[config.mk]
export PLATFORM = sky130hd
export DESIGN_NAME = dual_wheel_speed_pi
export DESIGN_NICKNAME = d
export VERILOG_FILES = /design/src/hw/rtl/dwsp_pkg.sv /design/src/hw/rtl/dwsp_cfg.sv /design/src/hw/rtl/dwsp_mul.sv /design/src/hw/rtl/dwsp_seq.sv /design/src/hw/rtl/dual_wheel_speed_pi.sv
export SDC_FILE = /design/constraint.sdc
export NUM_CORES = 2
export LEC_CHECK = 0
export BUFFER_PORTS_ARGS = -buffer_cell sky130_fd_sc_hd__buf_2
export CORE_ASPECT_RATIO = 0.9
export CORE_MARGIN = 2
export CORE_UTILIZATION = 44
export CTS_CLUSTER_DIAMETER = 50
export CTS_CLUSTER_SIZE = 24
export DETAILED_ROUTE_END_ITERATION = 8
export GPL_TIMING_DRIVEN = 0
export SLEW_MARGIN = 20
export SYNTH_ARGS = -nofsm -noshare
export SYNTH_HDL_FRONTEND = slang
export SYNTH_SLANG_ARGS = --single-unit
[constraint.sdc]
create_clock -name clk -period 18.7 [get_ports clk]
set_clock_uncertainty 0.1 [all_clocks]
set_input_delay 3.74 -clock clk [delete_from_list [all_inputs] [get_ports clk]]
set_output_delay 3.74 -clock clk [all_outputs]
set_load 0.01 [all_outputs]
[src/hw/rtl/dwsp_pkg.sv]
`timescale 1ns / 1ps
// ----------------------------------------------------------------------------
// dwsp_pkg
// Shared types and constants of the dual wheel PI speed controller.
// ----------------------------------------------------------------------------
package dwsp_pkg;

  localparam int SPEED_W = 16;
  localparam int ERR_W   = SPEED_W + 1;
  localparam int STEP_W  = 16;
  localparam int LIMIT_W = 25;
  localparam int INTEG_W = LIMIT_W + 1;
  localparam int GAIN_W  = 16;
  localparam int PWM_W   = 8;
  localparam int DRIVE_W = 16;
  localparam int CFG_W   = LIMIT_W;
  localparam int IDX_W   = 3;

  // Shared multiplier operand widths: integrator by gain, both signed.
  localparam int MUL_A_W = INTEG_W;
  localparam int MUL_B_W = GAIN_W + 1;
  localparam int PROD_W  = MUL_A_W + MUL_B_W;

  // Integrator sum before the clamp, and the drive sum with 32 fraction bits.
  localparam int ACC_W   = 35;
  localparam int SUM_W   = 52;
  localparam int RMAG_W  = SUM_W - 32;

  localparam logic [SUM_W-1:0] HALF_LSB = SUM_W'(64'h8000_0000);

  localparam logic [STEP_W-1:0]  STEP_TIME_RST = 16'd1311;
  localparam logic [LIMIT_W-1:0] LIMIT_RST     = 25'd31457280;
  localparam logic [GAIN_W-1:0]  GAIN_RST      = 16'd4096;
  localparam logic [PWM_W-1:0]   CEILING_RST   = 8'd255;

  typedef enum logic [IDX_W-1:0] {
    REG_STEP_TIME  = 3'd0,
    REG_INT_LIMIT  = 3'd1,
    REG_GAIN_P     = 3'd2,
    REG_GAIN_I     = 3'd3,
    REG_BASE_LEFT  = 3'd4,
    REG_BASE_RIGHT = 3'd5,
    REG_PWM_FLOOR  = 3'd6,
    REG_PWM_CEIL   = 3'd7
  } reg_idx_t;

  typedef struct packed {
    logic [STEP_W-1:0]  step_time;
    logic [LIMIT_W-1:0] integral_limit;
    logic [GAIN_W-1:0]  gain_proportional;
    logic [GAIN_W-1:0]  gain_integral;
    logic [PWM_W-1:0]   base_left;
    logic [PWM_W-1:0]   base_right;
    logic [PWM_W-1:0]   pwm_floor;
    logic [PWM_W-1:0]   pwm_ceiling;
  } cfg_t;

  typedef enum logic [3:0] {
    ST_IDLE,
    ST_MUL_STEP,
    ST_INTEG,
    ST_CLAMP,
    ST_MUL_INT,
    ST_ADD_INT,
    ST_ROUND,
    ST_SAT,
    ST_DONE
  } state_t;

  typedef struct packed {
    state_t phase;
    logic   wheel;     // 0 = left, 1 = right
    logic   busy;
    logic   load_out;
  } ctrl_t;

endpackage

[src/hw/rtl/dwsp_cfg.sv]
`timescale 1ns / 1ps
// ----------------------------------------------------------------------------
// dwsp_cfg
// Configuration register file with write-only access by register index.
// ----------------------------------------------------------------------------
module dwsp_cfg
  import dwsp_pkg::*;
(
  input  logic             clk,
  input  logic             rst,
  input  logic             cfg_write,
  input  logic [IDX_W-1:0] cfg_index,
  input  logic [CFG_W-1:0] cfg_data,
  output cfg_t             cfg
);

  always_ff @(posedge clk) begin
    if (rst) begin
      cfg.step_time         <= STEP_TIME_RST;
      cfg.integral_limit    <= LIMIT_RST;
      cfg.gain_proportional <= GAIN_RST;
      cfg.gain_integral     <= GAIN_RST;
      cfg.base_left         <= '0;
      cfg.base_right        <= '0;
      cfg.pwm_floor         <= '0;
      cfg.pwm_ceiling       <= CEILING_RST;
    end else if (cfg_write) begin
      case (reg_idx_t'(cfg_index))
        REG_STEP_TIME:  cfg.step_time         <= cfg_data[STEP_W-1:0];
        REG_INT_LIMIT:  cfg.integral_limit    <= cfg_data[LIMIT_W-1:0];
        REG_GAIN_P:     cfg.gain_proportional <= cfg_data[GAIN_W-1:0];
        REG_GAIN_I:     cfg.gain_integral     <= cfg_data[GAIN_W-1:0];
        REG_BASE_LEFT:  cfg.base_left         <= cfg_data[PWM_W-1:0];
        REG_BASE_RIGHT: cfg.base_right        <= cfg_data[PWM_W-1:0];
        REG_PWM_FLOOR:  cfg.pwm_floor         <= cfg_data[PWM_W-1:0];
        REG_PWM_CEIL:   cfg.pwm_ceiling       <= cfg_data[PWM_W-1:0];
        default: ;
      endcase
    end
  end

endmodule

[src/hw/rtl/dwsp_mul.sv]
`timescale 1ns / 1ps
// ----------------------------------------------------------------------------
// dwsp_mul
// Shared signed multiplier with a registered product.
// ----------------------------------------------------------------------------
module dwsp_mul
  import dwsp_pkg::*;
(
  input  logic                     clk,
  input  logic signed [MUL_A_W-1:0] a,
  input  logic signed [MUL_B_W-1:0] b,
  output logic signed [PROD_W-1:0]  prod
);

  always_ff @(posedge clk) begin
    prod <= PROD_W'(a) * PROD_W'(b);
  end

endmodule

[src/hw/rtl/dwsp_seq.sv]
`timescale 1ns / 1ps
// ----------------------------------------------------------------------------
// dwsp_seq
// Sequencer that walks both wheels through the shared multiplier.
// ----------------------------------------------------------------------------
module dwsp_seq
  import dwsp_pkg::*;
(
  input  logic  clk,
  input  logic  rst,
  input  logic  in_valid,
  input  logic  out_free,
  output ctrl_t ctrl
);

  state_t state, state_next;
  logic   wheel, wheel_next;

  always_ff @(posedge clk) begin
    if (rst) begin
      state <= ST_IDLE;
      wheel <= 1'b0;
    end else begin
      state <= state_next;
      wheel <= wheel_next;
    end
  end

  always_comb begin
    state_next = state;
    wheel_next = wheel;
    case (state)
      ST_IDLE: begin
        if (in_valid) begin
          state_next = ST_MUL_STEP;
          wheel_next = 1'b0;
        end
      end
      ST_MUL_STEP: state_next = ST_INTEG;
      ST_INTEG:    state_next = ST_CLAMP;
      ST_CLAMP:    state_next = ST_MUL_INT;
      ST_MUL_INT:  state_next = ST_ADD_INT;
      ST_ADD_INT:  state_next = ST_ROUND;
      ST_ROUND:    state_next = ST_SAT;
      ST_SAT: begin
        if (wheel) begin
          state_next = ST_DONE;
        end else begin
          state_next = ST_MUL_STEP;
          wheel_next = 1'b1;
        end
      end
      ST_DONE: begin
        if (out_free) begin
          state_next = ST_IDLE;
        end
      end
      default: state_next = ST_IDLE;
    endcase
  end

  always_comb begin
    ctrl.phase    = state;
    ctrl.wheel    = wheel;
    ctrl.busy     = (state != ST_IDLE);
    ctrl.load_out = (state == ST_DONE) && out_free;
  end

endmodule

[src/hw/rtl/dual_wheel_speed_pi.sv]
`timescale 1ns / 1ps
// ----------------------------------------------------------------------------
// dual_wheel_speed_pi
// Two-wheel PI speed controller with feedforward, stall reset of the
// integrator and anti-windup clamp, built around one shared multiplier.
// ----------------------------------------------------------------------------
// Each wheel takes seven steps of the sequencer through the single shared
// multiplier, the left wheel first and then the right. A done state then
// loads the output register, waiting while the output stalls, and the idle
// state accepts the next item; no new item is taken before the last is out.
// Input stall stays high until the result is written to the output register.
// Reset (rst, synchronous) loads register defaults and zeroes both integrators.
module dual_wheel_speed_pi
  import dwsp_pkg::*;
(
  input  logic                      clk,
  input  logic                      rst,
  input  logic                      cfg_write,
  input  logic [IDX_W-1:0]          cfg_index,
  input  logic [CFG_W-1:0]          cfg_data,
  input  logic                      in_valid,
  output logic                      in_stall,
  input  logic signed [SPEED_W-1:0] target_left,
  input  logic signed [SPEED_W-1:0] target_right,
  input  logic signed [SPEED_W-1:0] measured_left,
  input  logic signed [SPEED_W-1:0] measured_right,
  input  logic                      left_no_edges,
  input  logic                      right_no_edges,
  output logic                      out_valid,
  input  logic                      out_stall,
  output logic signed [DRIVE_W-1:0] drive_left,
  output logic signed [DRIVE_W-1:0] drive_right
);

  cfg_t  cfg;
  ctrl_t ctrl;
  logic  in_fire;
  logic  out_free;

  logic signed [ERR_W-1:0]   err_l, err_r, err_s;
  logic                      moving_l, moving_r, moving_s;
  logic                      clear_l, clear_r, clear_s;
  logic signed [INTEG_W-1:0] integ_l, integ_r, integ_s;
  logic [PWM_W-1:0]          base_s;

  logic signed [MUL_A_W-1:0] mul_a;
  logic signed [MUL_B_W-1:0] mul_b;
  logic signed [PROD_W-1:0]  prod;

  logic signed [ACC_W-1:0]   acc, lim, neg_lim, clamped;
  logic signed [SUM_W-1:0]   sum;
  logic [SUM_W-1:0]          round_sum;
  logic [RMAG_W-1:0]         rmag;
  logic                      neg;
  logic signed [DRIVE_W-1:0] q, q_l, q_r;

  dwsp_cfg u_cfg (
    .clk       (clk),
    .rst       (rst),
    .cfg_write (cfg_write),
    .cfg_index (cfg_index),
    .cfg_data  (cfg_data),
    .cfg       (cfg)
  );

  dwsp_seq u_seq (
    .clk      (clk),
    .rst      (rst),
    .in_valid (in_valid),
    .out_free (out_free),
    .ctrl     (ctrl)
  );

  dwsp_mul u_mul (
    .clk  (clk),
    .a    (mul_a),
    .b    (mul_b),
    .prod (prod)
  );

  assign in_stall = ctrl.busy;
  assign in_fire  = in_valid && !ctrl.busy;
  assign out_free = !out_valid || !out_stall;

  // Item capture: errors and per-wheel flags.
  always_ff @(posedge clk) begin
    if (in_fire) begin
      err_l    <= {target_left[SPEED_W-1], target_left}
                - {measured_left[SPEED_W-1], measured_left};
      err_r    <= {target_right[SPEED_W-1], target_right}
                - {measured_right[SPEED_W-1], measured_right};
      moving_l <= !target_left[SPEED_W-1] && (target_left[SPEED_W-1:1] != '0);
      moving_r <= !target_right[SPEED_W-1] && (target_right[SPEED_W-1:1] != '0);
      clear_l  <= !target_left[SPEED_W-1] && (target_left[SPEED_W-1:1] != '0)
                  && left_no_edges;
      clear_r  <= !target_right[SPEED_W-1] && (target_right[SPEED_W-1:1] != '0)
                  && right_no_edges;
    end
  end

  assign err_s    = ctrl.wheel ? err_r : err_l;
  assign moving_s = ctrl.wheel ? moving_r : moving_l;
  assign clear_s  = ctrl.wheel ? clear_r : clear_l;
  assign integ_s  = ctrl.wheel ? integ_r : integ_l;
  assign base_s   = ctrl.wheel ? cfg.base_right : cfg.base_left;

  // Operand selection for the shared multiplier.
  always_comb begin
    mul_a = '0;
    mul_b = '0;
    case (ctrl.phase)
      ST_MUL_STEP: begin
        mul_a = MUL_A_W'(err_s);
        mul_b = {1'b0, cfg.step_time};
      end
      ST_CLAMP: begin
        mul_a = MUL_A_W'(err_s);
        mul_b = {1'b0, cfg.gain_proportional};
      end
      ST_MUL_INT: begin
        mul_a = integ_s;
        mul_b = {1'b0, cfg.gain_integral};
      end
      default: ;
    endcase
  end

  assign lim     = ACC_W'({1'b0, cfg.integral_limit});
  assign neg_lim = -lim;

  always_comb begin
    if (acc > lim) begin
      clamped = lim;
    end else if (acc < neg_lim) begin
      clamped = neg_lim;
    end else begin
      clamped = acc;
    end
  end

  // Magnitude plus one half; a negative sum is inverted with a carry in.
  assign round_sum = (sum[SUM_W-1] ? ~sum : sum) + HALF_LSB
                   + SUM_W'(sum[SUM_W-1]);

  always_comb begin
    if (!moving_s || rmag == '0) begin
      q = '0;
    end else if (neg) begin
      if (rmag > RMAG_W'(32768)) begin
        q = 16'sh8000;
      end else begin
        q = DRIVE_W'(-rmag[DRIVE_W-1:0]);
      end
    end else if (rmag < RMAG_W'(cfg.pwm_floor)) begin
      q = DRIVE_W'(cfg.pwm_floor);
    end else if (rmag > RMAG_W'(cfg.pwm_ceiling)) begin
      q = DRIVE_W'(cfg.pwm_ceiling);
    end else begin
      q = rmag[DRIVE_W-1:0];
    end
  end

  // Working registers of the datapath.
  always_ff @(posedge clk) begin
    case (ctrl.phase)
      ST_INTEG: begin
        if (clear_s) begin
          acc <= '0;
        end else begin
          acc <= ACC_W'(integ_s) + prod[ACC_W-1:0];
        end
      end
      ST_MUL_INT: begin
        // The proportional product is Q.16; shift it to 32 fraction bits.
        sum <= {12'b0, base_s, 32'b0}
             + {{(SUM_W-50){prod[33]}}, prod[33:0], 16'b0};
      end
      ST_ADD_INT: sum <= sum + SUM_W'(prod);
      ST_ROUND: begin
        rmag <= round_sum[SUM_W-1:32];
        neg  <= sum[SUM_W-1];
      end
      ST_SAT: begin
        if (ctrl.wheel) begin
          q_r <= q;
        end else begin
          q_l <= q;
        end
      end
      default: ;
    endcase
  end

  always_ff @(posedge clk) begin
    if (rst) begin
      integ_l <= '0;
      integ_r <= '0;
    end else if (ctrl.phase == ST_CLAMP) begin
      if (ctrl.wheel) begin
        integ_r <= clamped[INTEG_W-1:0];
      end else begin
        integ_l <= clamped[INTEG_W-1:0];
      end
    end
  end

  always_ff @(posedge clk) begin
    if (rst) begin
      out_valid <= 1'b0;
    end else if (ctrl.load_out) begin
      out_valid <= 1'b1;
    end else if (!out_stall) begin
      out_valid <= 1'b0;
    end
  end

  always_ff @(posedge clk) begin
    if (ctrl.load_out) begin
      drive_left  <= q_l;
      drive_right <= q_r;
    end
  end

endmodule
==> results_dict.tcl <==
set metrics [dict create \
    cpPeakStageDelay_ps 840 \
    power_mw 3.34 \
    cts-buffers-inserted 45 \
    cts.reportedPaths.clkPinSlew_ps 90 \
    crit_top_cell "fa_1" \
    p_int_mw 2.00 \
    crit_arrival_ps 11530 \
    synth_seq_cells 416 \
    met3RoutedLength_um 12000 \
    final_common_cell "inv_1" \
    comb_power_share_pct 35.8 \
    pwr-share-clk_pct 28.7 \
    critPathLaunchType "flop" \
    final_cell_mix "inv_1 (643), nand2_1 (606), nor2_1 (420)" \
    syn-num-nets 5380 \
    die_h_um 291 \
    p_seq_share_pct 35.5 \
    grt_max_degree 32 \
    wl_um 128000 \
    p_sw_mw 1.34 \
    avgSynthCellArea_sq_um 8.81 \
    p_leak_nw 19.6 \
    cts-htree-levels 2 \
    ir_drop_mv 0.0627 \
    r2r_slack_ps 7550 \
    core_area_sq_um 90900 \
    numPortBuffers 122 \
    synth_top_family_by_area "adder cells" \
    reg2regPathDepth 28 \
    required_ps 19080 \
    synthXorXnorAreaFrac_pct 4.35 \
    ctsHoldBuffers 0 \
    yosys-mux-area-fraction_pct 2.53 \
    slew_viol_final 0 \
    syn_to_final_growth_pct 10.0 \
    die_x_um 323 \
    swShare_pct 40.1 \
    start_util_pct 44.3 \
    syn_inst 4565 \
    finalCritPeriodShare_pct 59.6 \
    tightest_slew_ps 1280 \
    yosysSeqAreaShare_pct 25.9 \
    setup_viol 0 \
    ys.flop_type "edfxtp_1" \
    die-area_sq_um 93900 \
    path_max_fanout 10 \
    wl_per_cell_um 21.3 \
    finalHoldViolCount 0 \
    clockBufferDepth 3 \
    synth_edf_count 210 \
    cts_tree "yes" \
    rr_startpoint "u_seq.wheel" \
    drive_gt1_share_pct 6.40 \
    timing.final.crit_period_ps 11150 \
    synth_area_sq_um 40200 \
    vias 33600 \
    grt_pass1_vias 32800 \
    cts_root_buffer "clkbuf_16" \
    drt-initial-drc-count 2888 \
    clk_latency_ps 610 \
    drc 0 \
    ys_types 80 \
    ant_nets 0 \
    ys_warn_count 0 \
    grt_overflow 0 \
    rsz0062_at_grt "false" \
    hp-start "q_r[11]" \
    grt_pass1_wl_um 197000 \
    nets 5558 \
    gp_congestion 0.964 \
    dpl.hpwl_um 103000 \
    power_density_nw_per_um2 75.4 \
    cts_setup_buffers 0 \
    status "completed" \
    wl_met2_um 54500 \
    min_to "drive_right[11]" \
    relSlewSlack_pct 14.8 \
    hp-class "flop to flop" \
    synth-adder-area-share_pct 29.9 \
    hold_path_depth 0 \
    vias_per_cell 5.58 \
    maxCapViolCount 0 \
    r2r-end "u_mul.prod[37]" \
    routed.top_layer "met5" \
    cpMaxStageDelayCell "o21ai_0" \
    fin_tns_setup_ps 0 \
    drt-met1-wl_um 57000 \
    cts_sinks 416 \
    antenna_found_initial 6 \
    path_class "flop to flop" \
    synthArstFlopShare_pct 0 \
    ctsResizeCount 0 \
    grt_usage_pct 27.5 \
    ioPinCount 133 \
    yosys.area_share.simple_pct 16.0 \
    dr.pass1.iters 8 \
    fmax_ghz 0.0897 \
    synth-compound-area-share_pct 13.5 \
    end_kind "flop" \
    fp-row-count 105 \
]
## critical path, delay by kind of cell, from the launching register on
family,cells,cell delay [ps]
adders and majority gates,7,3400
xor gates and xnor gates,1,260
muxes,1,570
AOI/OAI and AO/OA,9,3150
buffers and inverters,8,2740
DFF,1,540
and+or+nand+nor,2,220
## registers in the layout, summed over array words and instances, names as in the netlist, 4 cells and up
| name | count |
|---|---|
| acc | 35 |
| err_l | 17 |
| q_l | 16 |
| rmag | 20 |
| err_r | 17 |
| integ_l | 26 |
| integ_r | 26 |
| q_r | 16 |
| u_mul.prod | 43 |
| u_seq.state | 4 |
| sum | 52 |
| drive_left | 16 |
| drive_right | 16 |
| u_cfg.cfg | 105 |
## worst max-delay path by stage
stage | cells past startpoint | from | slack [ps] | endpoint
global placement | 28 | u_seq.wheel | 7250 | u_mul.prod[37]
CTS | 28 | u_seq.wheel | 7570 | u_mul.prod[37]
global route | 28 | u_seq.wheel | 7180 | u_mul.prod[37]
floorplan | 28 | u_seq.wheel | 10670 | u_mul.prod[37]
detailed placement | 28 | u_seq.wheel | 7640 | u_mul.prod[37]
finish | 28 | u_seq.wheel | 7550 | u_mul.prod[37]
## cell type report
class,instances,area [sq um]
sequential,416,10400
inverter,644,2420
fill,8856,46600
buffer,181,709
clock inverter,28,339
multi-input combinational,3324,26800
timing repair buffer,131,761
clock buffer,56,1260
antenna,2,5.00
tap,1230,1540
## synthesized netlist by cell type, types with 42 or more instances
master / count / area share, %
clkbuf_1: 150 / 1.4
fa_1: 410 / 20
edfxtp_1: 210 / 16
inv_1: 643 / 6.0
xnor2_1: 145 / 3.2
nand3b_1: 42 / 0.78
a21o_1: 96 / 1.8
nand2_1: 606 / 5.7
nor2_1: 422 / 3.9
xor2_1: 55 / 1.2
ha_1: 306 / 9.5
mux2i_1: 76 / 1.9
o21ai_0: 161 / 2.0
nor3_1: 69 / 0.86
dfxtp_1: 206 / 10
nand3_1: 69 / 0.86
a21oi_1: 307 / 3.8
## through the flow
step / setup slack (ps) / cell area, sq um / hold WS [ps] / cells / util, %
3_5_place_dp: 7640 / 42700 / 305 / 5926 / 46.9
2_1_floorplan: 10670 / 40200 / 300 / 4565 / -
5_1_grt: 7180 / 44300 / 316 / 6011 / 48.7
6_report: 7550 / 44300 / 307 / 6012 / 48.7
3_3_place_gp: 7250 / 42400 / 302 / 5917 / 46.6
4_1_cts: 7570 / 44300 / 312 / 6010 / 48.7
## logic make-up after synthesis
logic type | count (synthesis)
mux | 99
simple gates | 1439
compound gates | 870
buf+inv | 825
xor+xnor | 200
flops | 416
fa+ha+maj | 716
## per-layer routing
metal / vias to the layer above / GRT usage [%]
met5: - / 0
met4: 4 / 8.64
met3: 216 / 5.15
met2: 1429 / 41.2
met1: 16400 / 40.0
li1: 15600 / -
## power by group through the flow
stage               sequential (mW)  combinational, mW  clock (mW)
global route                   1.18               1.33        1.00
CTS                            1.18               1.18       0.970
global placement               1.20               1.15           0
detailed placement             1.20               1.17           0
finish                         1.18               1.20       0.958
floorplan                      1.11              0.849           0
Power figures use the tool's default switching activity.
